[src/dtoi_pkg.sv]
// ----------------------------------------------------------------------------
// dtoi_pkg
// Shared types, register codes and helpers for the decimal text parser.
// ----------------------------------------------------------------------------
`default_nettype none

package dtoi_pkg;

  // default limit on trimmed text length
  localparam int unsigned MAX_TEXT_DEF = 63;

  // configuration bus
  localparam int unsigned CFG_AW = 4;
  localparam int unsigned CFG_DW = 32;
  localparam int unsigned NUM_W  = 64;

  // register indexes
  typedef enum logic [1:0] {
    REG_IS_SIGNED   = 2'd0,
    REG_RESULT_BITS = 2'd1,
    REG_TRIM_SPACES = 2'd2
  } reg_idx_t;

  // character codes
  localparam logic [7:0] CH_NUL   = 8'h00;
  localparam logic [7:0] CH_MINUS = 8'h2D;
  localparam logic [7:0] CH_PLUS  = 8'h2B;
  localparam logic [7:0] CH_ZERO  = 8'h30;
  localparam logic [7:0] CH_NINE  = 8'h39;
  localparam logic [7:0] CH_SPACE = 8'h20;
  localparam logic [7:0] CH_TAB   = 8'h09;
  localparam logic [7:0] CH_CR    = 8'h0D;
  localparam logic [7:0] CH_LF    = 8'h0A;

  // result width range
  localparam logic [6:0] RB_MIN = 7'd8;
  localparam logic [6:0] RB_MAX = 7'd64;

  // settings as seen by the parser, limits precomputed
  typedef struct packed {
    logic             is_signed;
    logic             trim_spaces;
    logic [NUM_W-1:0] lim_uns;
    logic [NUM_W-1:0] lim_pos;
    logic [NUM_W-1:0] lim_neg;
  } cfg_t;

  // one finished result
  typedef struct packed {
    logic             ok;
    logic [NUM_W-1:0] number;
  } res_t;

  function automatic logic is_space(input logic [7:0] c);
    is_space = (c == CH_SPACE) || (c == CH_TAB) || (c == CH_CR) || (c == CH_LF);
  endfunction

endpackage

`default_nettype wire

[src/dtoi_cfg.sv]
// ----------------------------------------------------------------------------
// dtoi_cfg
// Register file on the APB-style port; derives the range limits.
// ----------------------------------------------------------------------------
`default_nettype none

module dtoi_cfg
  import dtoi_pkg::*;
(
  input  wire logic              clk,
  input  wire logic              rst_n,
  input  wire logic              psel,
  input  wire logic              penable,
  input  wire logic              pwrite,
  input  wire logic [CFG_AW-1:0] paddr,
  input  wire logic [CFG_DW-1:0] pwdata,
  output logic      [CFG_DW-1:0] prdata,
  output logic                   pready,
  output cfg_t                   cfg
);

  logic       is_signed_r;
  logic [6:0] result_bits_r;
  logic       trim_spaces_r;
  logic       wr_en;
  reg_idx_t   idx;
  logic [6:0] bits_cl;
  logic [6:0] sh_uns;
  logic [6:0] sh_pos;
  logic [NUM_W-1:0] lim_uns_r;
  logic [NUM_W-1:0] lim_pos_r;
  logic [NUM_W-1:0] lim_neg_r;

  assign pready = 1'b1;
  assign wr_en  = psel && penable && pwrite;
  assign idx    = reg_idx_t'(paddr[3:2]);

  // register writes
  always_ff @(posedge clk) begin
    if (!rst_n) begin
      is_signed_r   <= 1'b1;
      result_bits_r <= RB_MAX;
      trim_spaces_r <= 1'b0;
    end else if (wr_en) begin
      case (idx)
        REG_IS_SIGNED:   is_signed_r   <= pwdata[0];
        REG_RESULT_BITS: result_bits_r <= pwdata[6:0];
        REG_TRIM_SPACES: trim_spaces_r <= pwdata[0];
        default: ;
      endcase
    end
  end

  // read mux
  always_comb begin
    prdata = '0;
    case (idx)
      REG_IS_SIGNED:   prdata = {{(CFG_DW-1){1'b0}}, is_signed_r};
      REG_RESULT_BITS: prdata = {{(CFG_DW-7){1'b0}}, result_bits_r};
      REG_TRIM_SPACES: prdata = {{(CFG_DW-1){1'b0}}, trim_spaces_r};
      default:         prdata = '0;
    endcase
  end

  // clamp the width and build the limits
  always_comb begin
    if (result_bits_r < RB_MIN) begin
      bits_cl = RB_MIN;
    end else if (result_bits_r > RB_MAX) begin
      bits_cl = RB_MAX;
    end else begin
      bits_cl = result_bits_r;
    end
    sh_uns = RB_MAX - bits_cl;
    sh_pos = RB_MAX + 7'd1 - bits_cl;
  end

  // limits are registered, so they follow the width register in the next cycle
  always_ff @(posedge clk) begin
    lim_uns_r <= {NUM_W{1'b1}} >> sh_uns;
    lim_pos_r <= {NUM_W{1'b1}} >> sh_pos;
    lim_neg_r <= ({NUM_W{1'b1}} >> sh_pos) + {{(NUM_W-1){1'b0}}, 1'b1};
  end

  assign cfg.is_signed   = is_signed_r;
  assign cfg.trim_spaces = trim_spaces_r;
  assign cfg.lim_uns     = lim_uns_r;
  assign cfg.lim_pos     = lim_pos_r;
  assign cfg.lim_neg     = lim_neg_r;

endmodule

`default_nettype wire

[src/dtoi_parse.sv]
// ----------------------------------------------------------------------------
// dtoi_parse
// Parser state and the per-byte step: sign, digits, range and trimming.
// ----------------------------------------------------------------------------
`default_nettype none

module dtoi_parse
  import dtoi_pkg::*;
#(
  parameter int unsigned MAX_TEXT = MAX_TEXT_DEF
) (
  input  wire logic       clk,
  input  wire logic       rst_n,
  input  wire logic       step,
  input  wire logic [7:0] c,
  input  wire logic       last,
  input  cfg_t            cfg,
  output res_t            res
);

  localparam int unsigned TLW = $clog2(MAX_TEXT + 2);
  localparam logic [TLW-1:0] MAX_T = TLW'(MAX_TEXT);

  typedef enum logic [4:0] {
    PH_LEAD   = 5'b00001,
    PH_START  = 5'b00010,
    PH_SIGN   = 5'b00100,
    PH_DIGITS = 5'b01000,
    PH_END    = 5'b10000
  } phase_t;

  phase_t           phase_r, ph;
  logic             minus_r, minus;
  logic             fail_r, fail;
  logic             wsp_r, wsp;
  logic [NUM_W-1:0] acc_r, acc;
  logic [NUM_W-1:0] nacc_r, nacc;
  logic [TLW-1:0]   tl_r, tl;
  logic [TLW-1:0]   trl_r, trl;
  logic             ws_trim;
  logic             do_feed;
  logic             is_digit;
  logic [3:0]       d;
  logic [NUM_W+3:0] prod;
  logic [NUM_W-1:0] nprod;
  logic [NUM_W-1:0] lim;

  assign ws_trim  = cfg.trim_spaces && is_space(c);
  assign is_digit = (c >= CH_ZERO) && (c <= CH_NINE);
  assign d        = c[3:0];

  // step logic for one byte
  always_comb begin
    ph      = phase_r;
    minus   = minus_r;
    fail    = fail_r;
    wsp     = wsp_r;
    acc     = acc_r;
    nacc    = nacc_r;
    tl      = tl_r;
    trl     = trl_r;
    do_feed = 1'b0;

    // length tracking and whitespace handling
    if (phase_r == PH_LEAD) begin
      if (!ws_trim) begin
        ph      = PH_START;
        minus   = 1'b0;
        fail    = 1'b0;
        acc     = '0;
        nacc    = '0;
        tl      = TLW'(1);
        trl     = TLW'(1);
        do_feed = 1'b1;
      end
    end else begin
      if (tl_r <= MAX_T) begin
        tl = tl_r + TLW'(1);
      end
      if (ws_trim) begin
        if (phase_r != PH_END) begin
          wsp = 1'b1;
        end
      end else begin
        trl = tl;
        if (wsp_r && (phase_r != PH_END)) begin
          fail = 1'b1;
        end
        wsp     = 1'b0;
        do_feed = 1'b1;
      end
    end

    // running value times ten plus digit, positive and negated in parallel
    lim   = !cfg.is_signed ? cfg.lim_uns : (minus ? cfg.lim_neg : cfg.lim_pos);
    prod  = ({4'b0, acc} << 3) + ({4'b0, acc} << 1) + {{NUM_W{1'b0}}, d};
    nprod = (nacc << 3) + (nacc << 1) - {{(NUM_W-4){1'b0}}, d};

    // character decode
    if (do_feed && (ph != PH_END)) begin
      if (c == CH_NUL) begin
        if (ph != PH_DIGITS) begin
          fail = 1'b1;
        end
        ph = PH_END;
      end else if (!fail) begin
        if ((ph == PH_START) && ((c == CH_MINUS) || (c == CH_PLUS))) begin
          if ((c == CH_MINUS) && !cfg.is_signed) begin
            fail = 1'b1;
          end else begin
            if (c == CH_MINUS) begin
              minus = 1'b1;
            end
            ph = PH_SIGN;
          end
        end else if (!is_digit) begin
          fail = 1'b1;
        end else if (prod > {4'b0, lim}) begin
          fail = 1'b1;
        end else begin
          acc  = prod[NUM_W-1:0];
          nacc = nprod;
          ph   = PH_DIGITS;
        end
      end
    end

    // result at the last byte
    res.ok = !fail && ((ph == PH_DIGITS) || (ph == PH_END)) &&
             !(cfg.trim_spaces && (trl > MAX_T));
    res.number = res.ok ? (minus ? nacc : acc) : '0;
  end

  // parser state, cleared after every result
  always_ff @(posedge clk) begin
    if (!rst_n) begin
      phase_r <= PH_LEAD;
      minus_r <= 1'b0;
      fail_r  <= 1'b0;
      wsp_r   <= 1'b0;
      acc_r   <= '0;
      nacc_r  <= '0;
      tl_r    <= '0;
      trl_r   <= '0;
    end else if (step) begin
      if (last) begin
        phase_r <= PH_LEAD;
        minus_r <= 1'b0;
        fail_r  <= 1'b0;
        wsp_r   <= 1'b0;
        acc_r   <= '0;
        nacc_r  <= '0;
        tl_r    <= '0;
        trl_r   <= '0;
      end else begin
        phase_r <= ph;
        minus_r <= minus;
        fail_r  <= fail;
        wsp_r   <= wsp;
        acc_r   <= acc;
        nacc_r  <= nacc;
        tl_r    <= tl;
        trl_r   <= trl;
      end
    end
  end

`ifndef SYNTH
  // text length saturates one past the limit
  a_tl_sat: assert property (@(posedge clk) disable iff (!rst_n)
    tl_r <= MAX_T + TLW'(1))
    else $error("text length past saturation");

  // trimmed length never runs ahead of the text length
  a_trl_le: assert property (@(posedge clk) disable iff (!rst_n)
    trl_r <= tl_r)
    else $error("trimmed length above text length");

  // negated accumulator tracks the accumulator
  a_nacc: assert property (@(posedge clk) disable iff (!rst_n)
    nacc_r == ('0 - acc_r))
    else $error("negated value out of step");
`endif

endmodule

`default_nettype wire

[src/decimal_text_to_integer.sv]
// A last byte goes through the input register, then the parse step into
// the result register, a step that waits while a result is held.
// Throughput: one byte per cycle unless a last byte waits on a held result;
// the running value's times-ten add and range compare are combinational.
// Reset: synchronous, active low; clears parser state, both valids and
// sets the registers to signed, 64 bits, no trimming.
// ----------------------------------------------------------------------------
// decimal_text_to_integer
// Checked decimal text to integer parser, one byte per item.
// ----------------------------------------------------------------------------
`default_nettype none

module decimal_text_to_integer
  import dtoi_pkg::*;
#(
  parameter int unsigned MAX_TEXT = MAX_TEXT_DEF
) (
  input  wire logic              clk,
  input  wire logic              rst_n,
  // input items
  input  wire logic              in_valid,
  output logic                   in_stall,
  input  wire logic [7:0]        in_char_byte,
  input  wire logic              in_is_last,
  // result items
  output logic                   out_valid,
  input  wire logic              out_stall,
  output logic                   out_ok,
  output logic      [NUM_W-1:0]  out_number,
  // configuration
  input  wire logic              psel,
  input  wire logic              penable,
  input  wire logic              pwrite,
  input  wire logic [CFG_AW-1:0] paddr,
  input  wire logic [CFG_DW-1:0] pwdata,
  output logic      [CFG_DW-1:0] prdata,
  output logic                   pready
);

  cfg_t             cfg;
  res_t             res;
  logic             s0_valid_r, s0_valid_nxt;
  logic [7:0]       s0_char_r;
  logic             s0_last_r;
  logic             s0_fire;
  logic             in_fire;
  logic             out_valid_r, out_valid_nxt;
  logic             out_ok_r;
  logic [NUM_W-1:0] out_number_r;

  dtoi_cfg u_cfg (
    .clk     (clk),
    .rst_n   (rst_n),
    .psel    (psel),
    .penable (penable),
    .pwrite  (pwrite),
    .paddr   (paddr),
    .pwdata  (pwdata),
    .prdata  (prdata),
    .pready  (pready),
    .cfg     (cfg)
  );

  dtoi_parse #(
    .MAX_TEXT (MAX_TEXT)
  ) u_parse (
    .clk   (clk),
    .rst_n (rst_n),
    .step  (s0_fire),
    .c     (s0_char_r),
    .last  (s0_last_r),
    .cfg   (cfg),
    .res   (res)
  );

  // handshake: a last byte waits only while a result is held
  assign s0_fire  = s0_valid_r && !(s0_last_r && out_valid_r && out_stall);
  assign in_stall = s0_valid_r && !s0_fire;
  assign in_fire  = in_valid && !in_stall;

  always_comb begin
    s0_valid_nxt = s0_valid_r;
    if (in_fire) begin
      s0_valid_nxt = 1'b1;
    end else if (s0_fire) begin
      s0_valid_nxt = 1'b0;
    end
  end

  // input register
  always_ff @(posedge clk) begin
    if (!rst_n) begin
      s0_valid_r <= 1'b0;
    end else begin
      s0_valid_r <= s0_valid_nxt;
    end
  end

  always_ff @(posedge clk) begin
    if (in_fire) begin
      s0_char_r <= in_char_byte;
      s0_last_r <= in_is_last;
    end
  end

  always_comb begin
    out_valid_nxt = out_valid_r;
    if (s0_fire && s0_last_r) begin
      out_valid_nxt = 1'b1;
    end else if (!out_stall) begin
      out_valid_nxt = 1'b0;
    end
  end

  // result register
  always_ff @(posedge clk) begin
    if (!rst_n) begin
      out_valid_r <= 1'b0;
    end else begin
      out_valid_r <= out_valid_nxt;
    end
  end

  always_ff @(posedge clk) begin
    if (s0_fire && s0_last_r) begin
      out_ok_r     <= res.ok;
      out_number_r <= res.number;
    end
  end

  assign out_valid  = out_valid_r;
  assign out_ok     = out_ok_r;
  assign out_number = out_number_r;

`ifndef SYNTH
  // a failed result carries a zero value
  a_fail_zero: assert property (@(posedge clk) disable iff (!rst_n)
    out_valid |-> (out_ok || (out_number == '0)))
    else $error("failed result with nonzero value");

  // input side stalls only with a byte waiting
  a_stall_held: assert property (@(posedge clk) disable iff (!rst_n)
    in_stall |-> s0_valid_r)
    else $error("stall without a pending byte");

  // a processed last byte shows a result next cycle
  a_last_out: assert property (@(posedge clk) disable iff (!rst_n)
    (s0_fire && s0_last_r) |=> out_valid)
    else $error("last byte gave no result");
`endif

endmodule

`default_nettype wire

[config.mk]
export PLATFORM = sky130hd
export DESIGN_NAME = decimal_text_to_integer
export DESIGN_NICKNAME = d
export VERILOG_FILES = /design/src/dtoi_pkg.sv /design/src/dtoi_cfg.sv /design/src/dtoi_parse.sv /design/src/decimal_text_to_integer.sv
export SDC_FILE = /design/constraint.sdc
export NUM_CORES = 1
export LEC_CHECK = 0
export ABC_AREA = 0
export BUFFER_PORTS_ARGS = -buffer_cell sky130_fd_sc_hd__buf_4
export CAP_MARGIN = 20
export CORE_MARGIN = 3
export CORE_UTILIZATION = 33
export DETAILED_ROUTE_END_ITERATION = 7
export PLACE_DENSITY = 0.55
export SETUP_SLACK_MARGIN = 0.1
export SLEW_MARGIN = 10
export SYNTH_ARGS = -nofsm -noshare
export SYNTH_HDL_FRONTEND = slang
export SYNTH_SLANG_ARGS = --single-unit
[constraint.sdc]
create_clock -name clk -period 16.5 [get_ports clk]
set_input_delay 0 -clock clk [delete_from_list [all_inputs] [get_ports clk]]
set_output_delay 0 -clock clk [all_outputs]
set_load 0.02 [all_outputs]
After elaboration in Yosys (flattened, before gate mapping)
Index checks and enable logic that the tools add are counted.

storage, ports and cells
  memories kept = 0
  logic and storage cells = 165
  bits in writable memories = 0
  bits in read-only memories = 0
  bits in latches = 0
  flip-flop bits (word level) = 427
  output and inout port bits = 100
  input port bits = 52

cells by class
  multiply operators = 0
  shifts and indexed selects = 2
  bitwise logic cells = 0
  reductions and logical operators = 36
  add/subtract/negate cells = 8
  order comparisons = 7
  equality and inequality tests = 19
  muxes and demuxes = 73
  divide/modulo/power cells = 0

operator list
  kind                                                                                  number
  64-bit 2-to-1 mux                                                                     21
  64-bit by 7-bit >> shifter with 64-bit output (first input constant)                  2
  7-bit 2-to-1 mux                                                                      10
  67-bit by 65-bit adder with 68-bit output                                             1
  68-bit by 4-bit adder with 68-bit output                                              1
  68-bit by 64-bit greater-than comparator with 1-bit output                            1
  64-bit by 1-bit adder with 64-bit output (second input constant)                      1
  64-bit adder                                                                          1
  64-bit by 4-bit subtractor with 64-bit output                                         1
  5-bit 2-to-1 mux                                                                      10
  1-bit 2-to-1 mux                                                                      31
  8-bit by 4-bit equality test with 1-bit output (second input constant)                3
  8-bit by 6-bit equality test with 1-bit output (second input constant)                3
  7-bit one-hot mux with 3 select lines                                                 1
  1-bit logical AND                                                                     17
  7-bit subtractor (first input constant)                                               2
  5-bit inequality test (second input constant)                                         2
  8-bit by 6-bit greater-or-equal comparator with 1-bit output (second input constant)  1
  8-bit by 6-bit <= comparator with 1-bit output (second input constant)                1
  8-bit logical NOT                                                                     1
  2-bit AND reduction                                                                   4
  7-bit by 1-bit adder with 7-bit output (second input constant)                        1
  7-bit by 6-bit greater-than comparator with 1-bit output (second input constant)      1
  7-bit greater-than comparator (second input constant)                                 1
  17 further kinds                                                                      27

Logic depth before layout (Yosys ltp)
  word-level depth = 20
  gate-level depth with buffers = 39
  gate-level depth less buffers = 32

Cells and area by module
From an unflattened synthesis, not the netlist that was laid out.

unflattened totals
  cell total of the unflattened synthesis = 3870
  area total of the unflattened synthesis = 30610.6 sq um

by module, submodules not included
  module                   sequential area each (sq um)  area each (sq um)  instances  cells an instance
  dtoi_parse               2882.8                        21659.5            1          3108
  dtoi_cfg                 4023.9                        6633.9             1          677
  decimal_text_to_integer  2262.2                        2317.2             1          85

Least setup slack after synthesis
OpenSTA, ideal clock, no wires.

  path kind = flip-flop to flip-flop
  start point = register s0_char_r[2]
  end point = register out_number_r[46] (netlist: out_number[46]), data pin
  cell stages (with the launch flop) = 34
  data required time = 16225 ps
  path buffers = 6
  path slack = 8029 ps
  data arrival time = 8196 ps
  path through = edfxtp_1 -> nor4b_1 -> o211ai_1 -> nand3_1 -> clkbuf_1 -> clkbuf_1 -> clkbuf_1 -> clkbuf_1 -> and2_1 -> fa_1 -> ha_1 -> a211o_1 -> a21oi_2 -> o41ai_2 -> o2111a_1 -> or4_1 -> and2_4 -> a21oi_1 -> nor3_1 -> or2_2 -> xor2_1 -> ha_1 -> nand2_1 -> or3_1 -> or4b_2 -> o31ai_1 -> nand2_1 -> a21oi_1 -> and4_1 -> buf_6 -> buf_6 -> mux2_2 -> nor2_1 -> a211oi_2

on the way
  longest elaborated chain between the ends = 20

RTL lines
  what                                                                                                                     line                                source
  start: declaration                                                                                                       decimal_text_to_integer.sv:43       logic [7:0] s0_char_r;
  start signal: assignment                                                                                                 decimal_text_to_integer.sv:101      s0_char_r <= in_char_byte;
  8-bit by 6-bit equality test with 1-bit output / 8-bit by 4-bit equality test with 1-bit output (equally long branches)  dtoi_pkg.sv:55                      is_space = (c == CH_SPACE) || (c == CH_TAB) || (c == CH_CR) || (c == CH_LF);
  1-bit logical OR (3 in series)                                                                                           dtoi_pkg.sv:55
  1-bit logical AND                                                                                                        dtoi_parse.sv:48                    assign ws_trim = cfg.trim_spaces && is_space(c);
  64-bit 2-to-1 mux / 1-bit 2-to-1 mux (equally long branches)                                                             dtoi_parse.sv:66                    if (!ws_trim) begin
  64-bit 2-to-1 mux / 1-bit 2-to-1 mux (equally long branches)                                                             dtoi_parse.sv:65                    if (phase_r == PH_LEAD) begin
  67-bit by 65-bit adder with 68-bit output / 64-bit 2-to-1 mux (equally long branches)                                    dtoi_parse.sv:96, dtoi_parse.sv:95
  68-bit by 4-bit adder with 68-bit output / 64-bit 2-to-1 mux (equally long branches)                                     dtoi_parse.sv:96, dtoi_parse.sv:95
  68-bit by 64-bit greater-than comparator with 1-bit output                                                               dtoi_parse.sv:118                   end else if (prod > {4'b0, lim}) begin
  5-bit 2-to-1 mux                                                                                                         dtoi_parse.sv:118
  5-bit 2-to-1 mux                                                                                                         dtoi_parse.sv:116                   end else if (!is_digit) begin
  5-bit 2-to-1 mux                                                                                                         dtoi_parse.sv:107                   if ((ph == PH_START) && ((c == CH_MINUS) || (c == CH_PLUS))) begin
  5-bit 2-to-1 mux                                                                                                         dtoi_parse.sv:106                   end else if (!fail) begin
  5-bit 2-to-1 mux                                                                                                         dtoi_parse.sv:101                   if (c == CH_NUL) begin
  5-bit 2-to-1 mux                                                                                                         dtoi_parse.sv:100                   if (do_feed && (ph != PH_END)) begin
  5-bit by 4-bit equality test with 1-bit output / 5-bit equality test (equally long branches)                             dtoi_parse.sv:129                   res.ok = !fail && ((ph == PH_DIGITS) || (ph == PH_END)) &&
  1-bit logical OR                                                                                                         dtoi_parse.sv:129
  1-bit logical AND (2 in series)                                                                                          dtoi_parse.sv:129
  end signal: assignment                                                                                                   decimal_text_to_integer.sv:127      out_number_r <= res.number;
  end: declaration                                                                                                         decimal_text_to_integer.sv:49       logic [NUM_W-1:0] out_number_r;

Parallel ways exist; a longest one is shown, timed or not.
A chain may end at the register's enable or synchronous reset.

Final worst setup path
  start point = register u_cfg.trim_spaces_r
  end point = register out_number_r[41] (netlist: out_number[41]), data pin

on the way
  longest elaborated chain between the ends = 16

RTL lines
  what                                                                                          line                                source
  start: declaration                                                                            dtoi_cfg.sv:24                      logic trim_spaces_r;
  start signal: assignment                                                                      dtoi_cfg.sv:48                      REG_TRIM_SPACES: trim_spaces_r <= pwdata[0];
  1-bit logical AND                                                                             dtoi_parse.sv:48
  64-bit 2-to-1 mux / 1-bit 2-to-1 mux (equally long branches)                                  dtoi_parse.sv:66
  64-bit 2-to-1 mux / 1-bit 2-to-1 mux (equally long branches)                                  dtoi_parse.sv:65
  67-bit by 65-bit adder with 68-bit output / 64-bit 2-to-1 mux (equally long branches)         dtoi_parse.sv:96, dtoi_parse.sv:95
  68-bit by 4-bit adder with 68-bit output / 64-bit 2-to-1 mux (equally long branches)          dtoi_parse.sv:96, dtoi_parse.sv:95
  68-bit by 64-bit greater-than comparator with 1-bit output                                    dtoi_parse.sv:118
  5-bit 2-to-1 mux                                                                              dtoi_parse.sv:118
  5-bit 2-to-1 mux                                                                              dtoi_parse.sv:116
  5-bit 2-to-1 mux                                                                              dtoi_parse.sv:107
  5-bit 2-to-1 mux                                                                              dtoi_parse.sv:106
  5-bit 2-to-1 mux                                                                              dtoi_parse.sv:101
  5-bit 2-to-1 mux                                                                              dtoi_parse.sv:100
  5-bit by 4-bit equality test with 1-bit output / 5-bit equality test (equally long branches)  dtoi_parse.sv:129
  1-bit logical OR                                                                              dtoi_parse.sv:129
  1-bit logical AND (2 in series)                                                               dtoi_parse.sv:129

Parallel ways exist; a longest one is shown, timed or not.

==> metrics.csv <==
metric,value,unit
async set or reset register ratio after synthesis,0,
maximum clock rate,89.9,MHz
root buf cell,clkbuf_16,
CTS tree,done,
Die W,306,um
unique cell type count in the Yosys netlist,86,
drt total wl,91900,um
area taken by multi-input logic gates,0.0188,mm2
"Warnings, synthesis",0,
DIE AREA,0.0936,mm2
clk sinks,421,
"CP delay by family, top",simple AND/OR/NAND/NOR gates,
Die H,306,um
Routed Antenna Nets,0,
CP max-delay cell,or4b_2,
Final Hold Fails,0,
Leakage,14.7,nW
largest net degree at the start of global routing,97,
vias in the first global route,24800,
Crit. End Element,flop,
RSZ-0062 raised after global routing,false,
Syn Area/Cell,8.04,um2
routed vias,25900,
IO buf count,98,
core area,0.0888,mm2
Int Pwr,1.85,mW
Worst-Skew Late Latency,610,ps
Num CTS Buffers,51,
Critical Setup Path Class,flop to flop,
Clk pwr share,0.468,
crit start category,flop,
power share of the combinational group,0.107,
clock-pin slew of the registers on the worst-case setup and hold paths,60,ps
DP HPWL,68200,um
CP arrival,11430,ps
outcome,"complete, no violations",
Net Sw Power,0.658,mW
Nets,4074,
antenna violations before repair,1,
min-delay src,rst_n,
HP Class,primary input to flop,
switching share of power,0.262,
Area contributors post-synth,"dfxtp_1 (23%), ha_1 (14%), edfxtp_1 (7.5%), nand2_1 (5.1%), a21oi_1 (4.9%)",
RePlAce Congestion,0.906,
Layout Area Growth over Synthesis,12.0,%
worst vdd ir,0.0777,mV
Required @ worst endpoint,16810,ps
Post-Syn Area,0.0297,mm2
DR pass1 iterations,5,
Buffers & Inverters on Critical Path,2,
vias per cell,5.29,
Avg WL per Cell,18.7,um
final-report setup violation count,0,
Reg power frac,0.426,
number of synthesized flops with an enable pin,74,
total power,2.51,mW
ys flop type,dfxtp_1,
maxcap violations,0,
"Seq/Total Area, Yosys",0.309,
FF+latch area,0.00917,mm2
total global routing overflow,0,
TNS Setup,0,ps
CTS max path bufs,3,
first-pass GRT wire length,144000,um
crit share post-route,0.674,
Yosys top cell by area,dfxtp_1,
post-place setup slack,5350,ps
H-tree Lvls,2,
Worst path max stage delay,760,ps
First DRT Iteration DRCs,1866,
Cell Pwr Density,75.3,mW/mm2
max-slew violations,0,
GR Util All Layers,0.192,
CP Launch Point,u_cfg.trim_spaces_r,
FP Rows,109,
Rel. slew slack,0.289,
clock skew,24.9,ps
crit-path max FO,63,
Synth top area share,0.234,
worst-margin pin slew,1060,ps
effective utilization at floorplan,0.334,
Synth Register Bits,421,
Syn Inst Count,3691,
r2r startpoint,u_cfg.trim_spaces_r,
final worst path period need,11130,ps
layout cells sized above 1,0.0851,
I/O Pins,152,
DRC errors left,0,
Final WS setup,5370,ps
Filler Cell Count,9245,
[synthesized netlist by cell type, types with 44 or more instances]
cell	instances
nand2_1	404
dfxtp_1	347
ha_1	323
a21oi_1	289
nor2_1	288
o21ai_0	229
inv_1	200
nand3_1	188
clkbuf_1	165
and2_1	138
nor2b_1	92
xnor2_1	88
edfxtp_1	74
a211oi_1	70
a22oi_1	64
a21o_1	63
xor2_1	63
nor3_1	55
mux2_2	46
o21a_1	44
[cell families after synthesis]
family | share of synthesized area
other | 0.000253
AO/OA/AOI/OAI | 0.207
AND/OR/NAND/NOR | 0.212
XOR/XNOR | 0.0445
multiplexers | 0.0266
adder cells (fa/ha/maj) | 0.139
buffers and inverters | 0.0618
flip-flops | 0.309
[layout by cell type (no fill, tap or decap), types with 31 or more instances in the layout]
cell,n
a211oi_1,70
a21o_1,63
a21oi_1,289
a22oi_1,64
and2_1,138
buf_4,127
clkbuf_16,54
dfxtp_1,345
dlygate4sd3_1,31
edfxtp_1,74
ha_1,323
inv_1,199
mux2_2,46
nand2_1,402
nand3_1,186
nand4_1,39
nor2_1,286
nor2b_1,92
nor3_1,55
o21a_1,44
o21ai_0,227
xnor2_1,88
xor2_1,63
[power groups by stage]
| stage | Clock, mW | Combinational (mW) | Sequential (mW) |
|---|---|---|---|
| detailed placement | 0 | 0.260 | 1.09 |
| floorplan | 0 | 0.178 | 1.09 |
| CTS | 1.20 | 0.266 | 1.07 |
| global route | 1.24 | 0.290 | 1.07 |
| global placement | 0 | 0.261 | 1.09 |
| finish | 1.17 | 0.267 | 1.07 |
[per-layer routing]
layer  track usage  share of wire  up-vias
met2         0.304           0.45      614
li1              -              -    13000
met1         0.276           0.49    12200
met5             0              0        -
met4        0.0503          0.023        0
met3        0.0216          0.046       96
[final cells by class]
type / count / share of cell area
Inverter: 200 / 0.0226
Clock inverter: 28 / 0.00831
Sequential cell: 421 / 0.276
Multi-Input combinational cell: 2863 / 0.567
Antenna cell: 1 / 0.0000752
Timing Repair Buffer: 158 / 0.0380
Clock buffer: 68 / 0.0449
Tap cell: 1165 / 0.0438
[worst reg2reg max path, delay by kind of cell (launching register included)]
kind / cells / cell delay, ps
adder cells (fa/ha/maj): 3 / 1030
XOR/XNOR: 1 / 350
AND/OR/NAND/NOR: 15 / 4760
flip-flops: 1 / 460
buffers and inverters: 2 / 1240
AO/OA/AOI/OAI: 11 / 2990
[what timing repair did]
action	in CTS	in global routing
resized for setup	0	0
hold buffers	31	0
hold endpoints to repair	29	0
buffers inserted	0	0
[metrics by stage]
step	cells	util	hold slack, ps	cell area [um2]
floorplan	3717	-	98.9	29800
global placement	4776	0.351	179	31200
detailed placement	4776	0.351	181	31200
CTS	4903	0.375	10.4	33300
global route	4903	0.375	51.2	33300
finish	4904	0.375	36.9	33300
[flip-flops by register name (all words and copies together), names as in the netlist, 5 cells and up]
name,count
out_number,64
u_cfg.result_bits_r,7
s0_char_r,8
u_cfg.lim_neg_r,64
u_cfg.lim_pos_r,64
u_parse.acc_r,64
u_parse.phase_r,5
u_parse.nacc_r,64
u_parse.tl_r,7
u_cfg.lim_uns_r,64
[path summary, 6_finish.rpt]
| check | to | slack [ps] | cells past startpoint |
|---|---|---|---|
| hold / removal | out_valid | 40 | 2 |
| hold reg to reg | u_parse.nacc_r[48] | 460 | 2 |
| setup reg to reg | out_number[41] | 5370 | 32 |
| setup / recovery | out_number[41] | 5370 | 32 |
(Power assumes the default switching activity.)
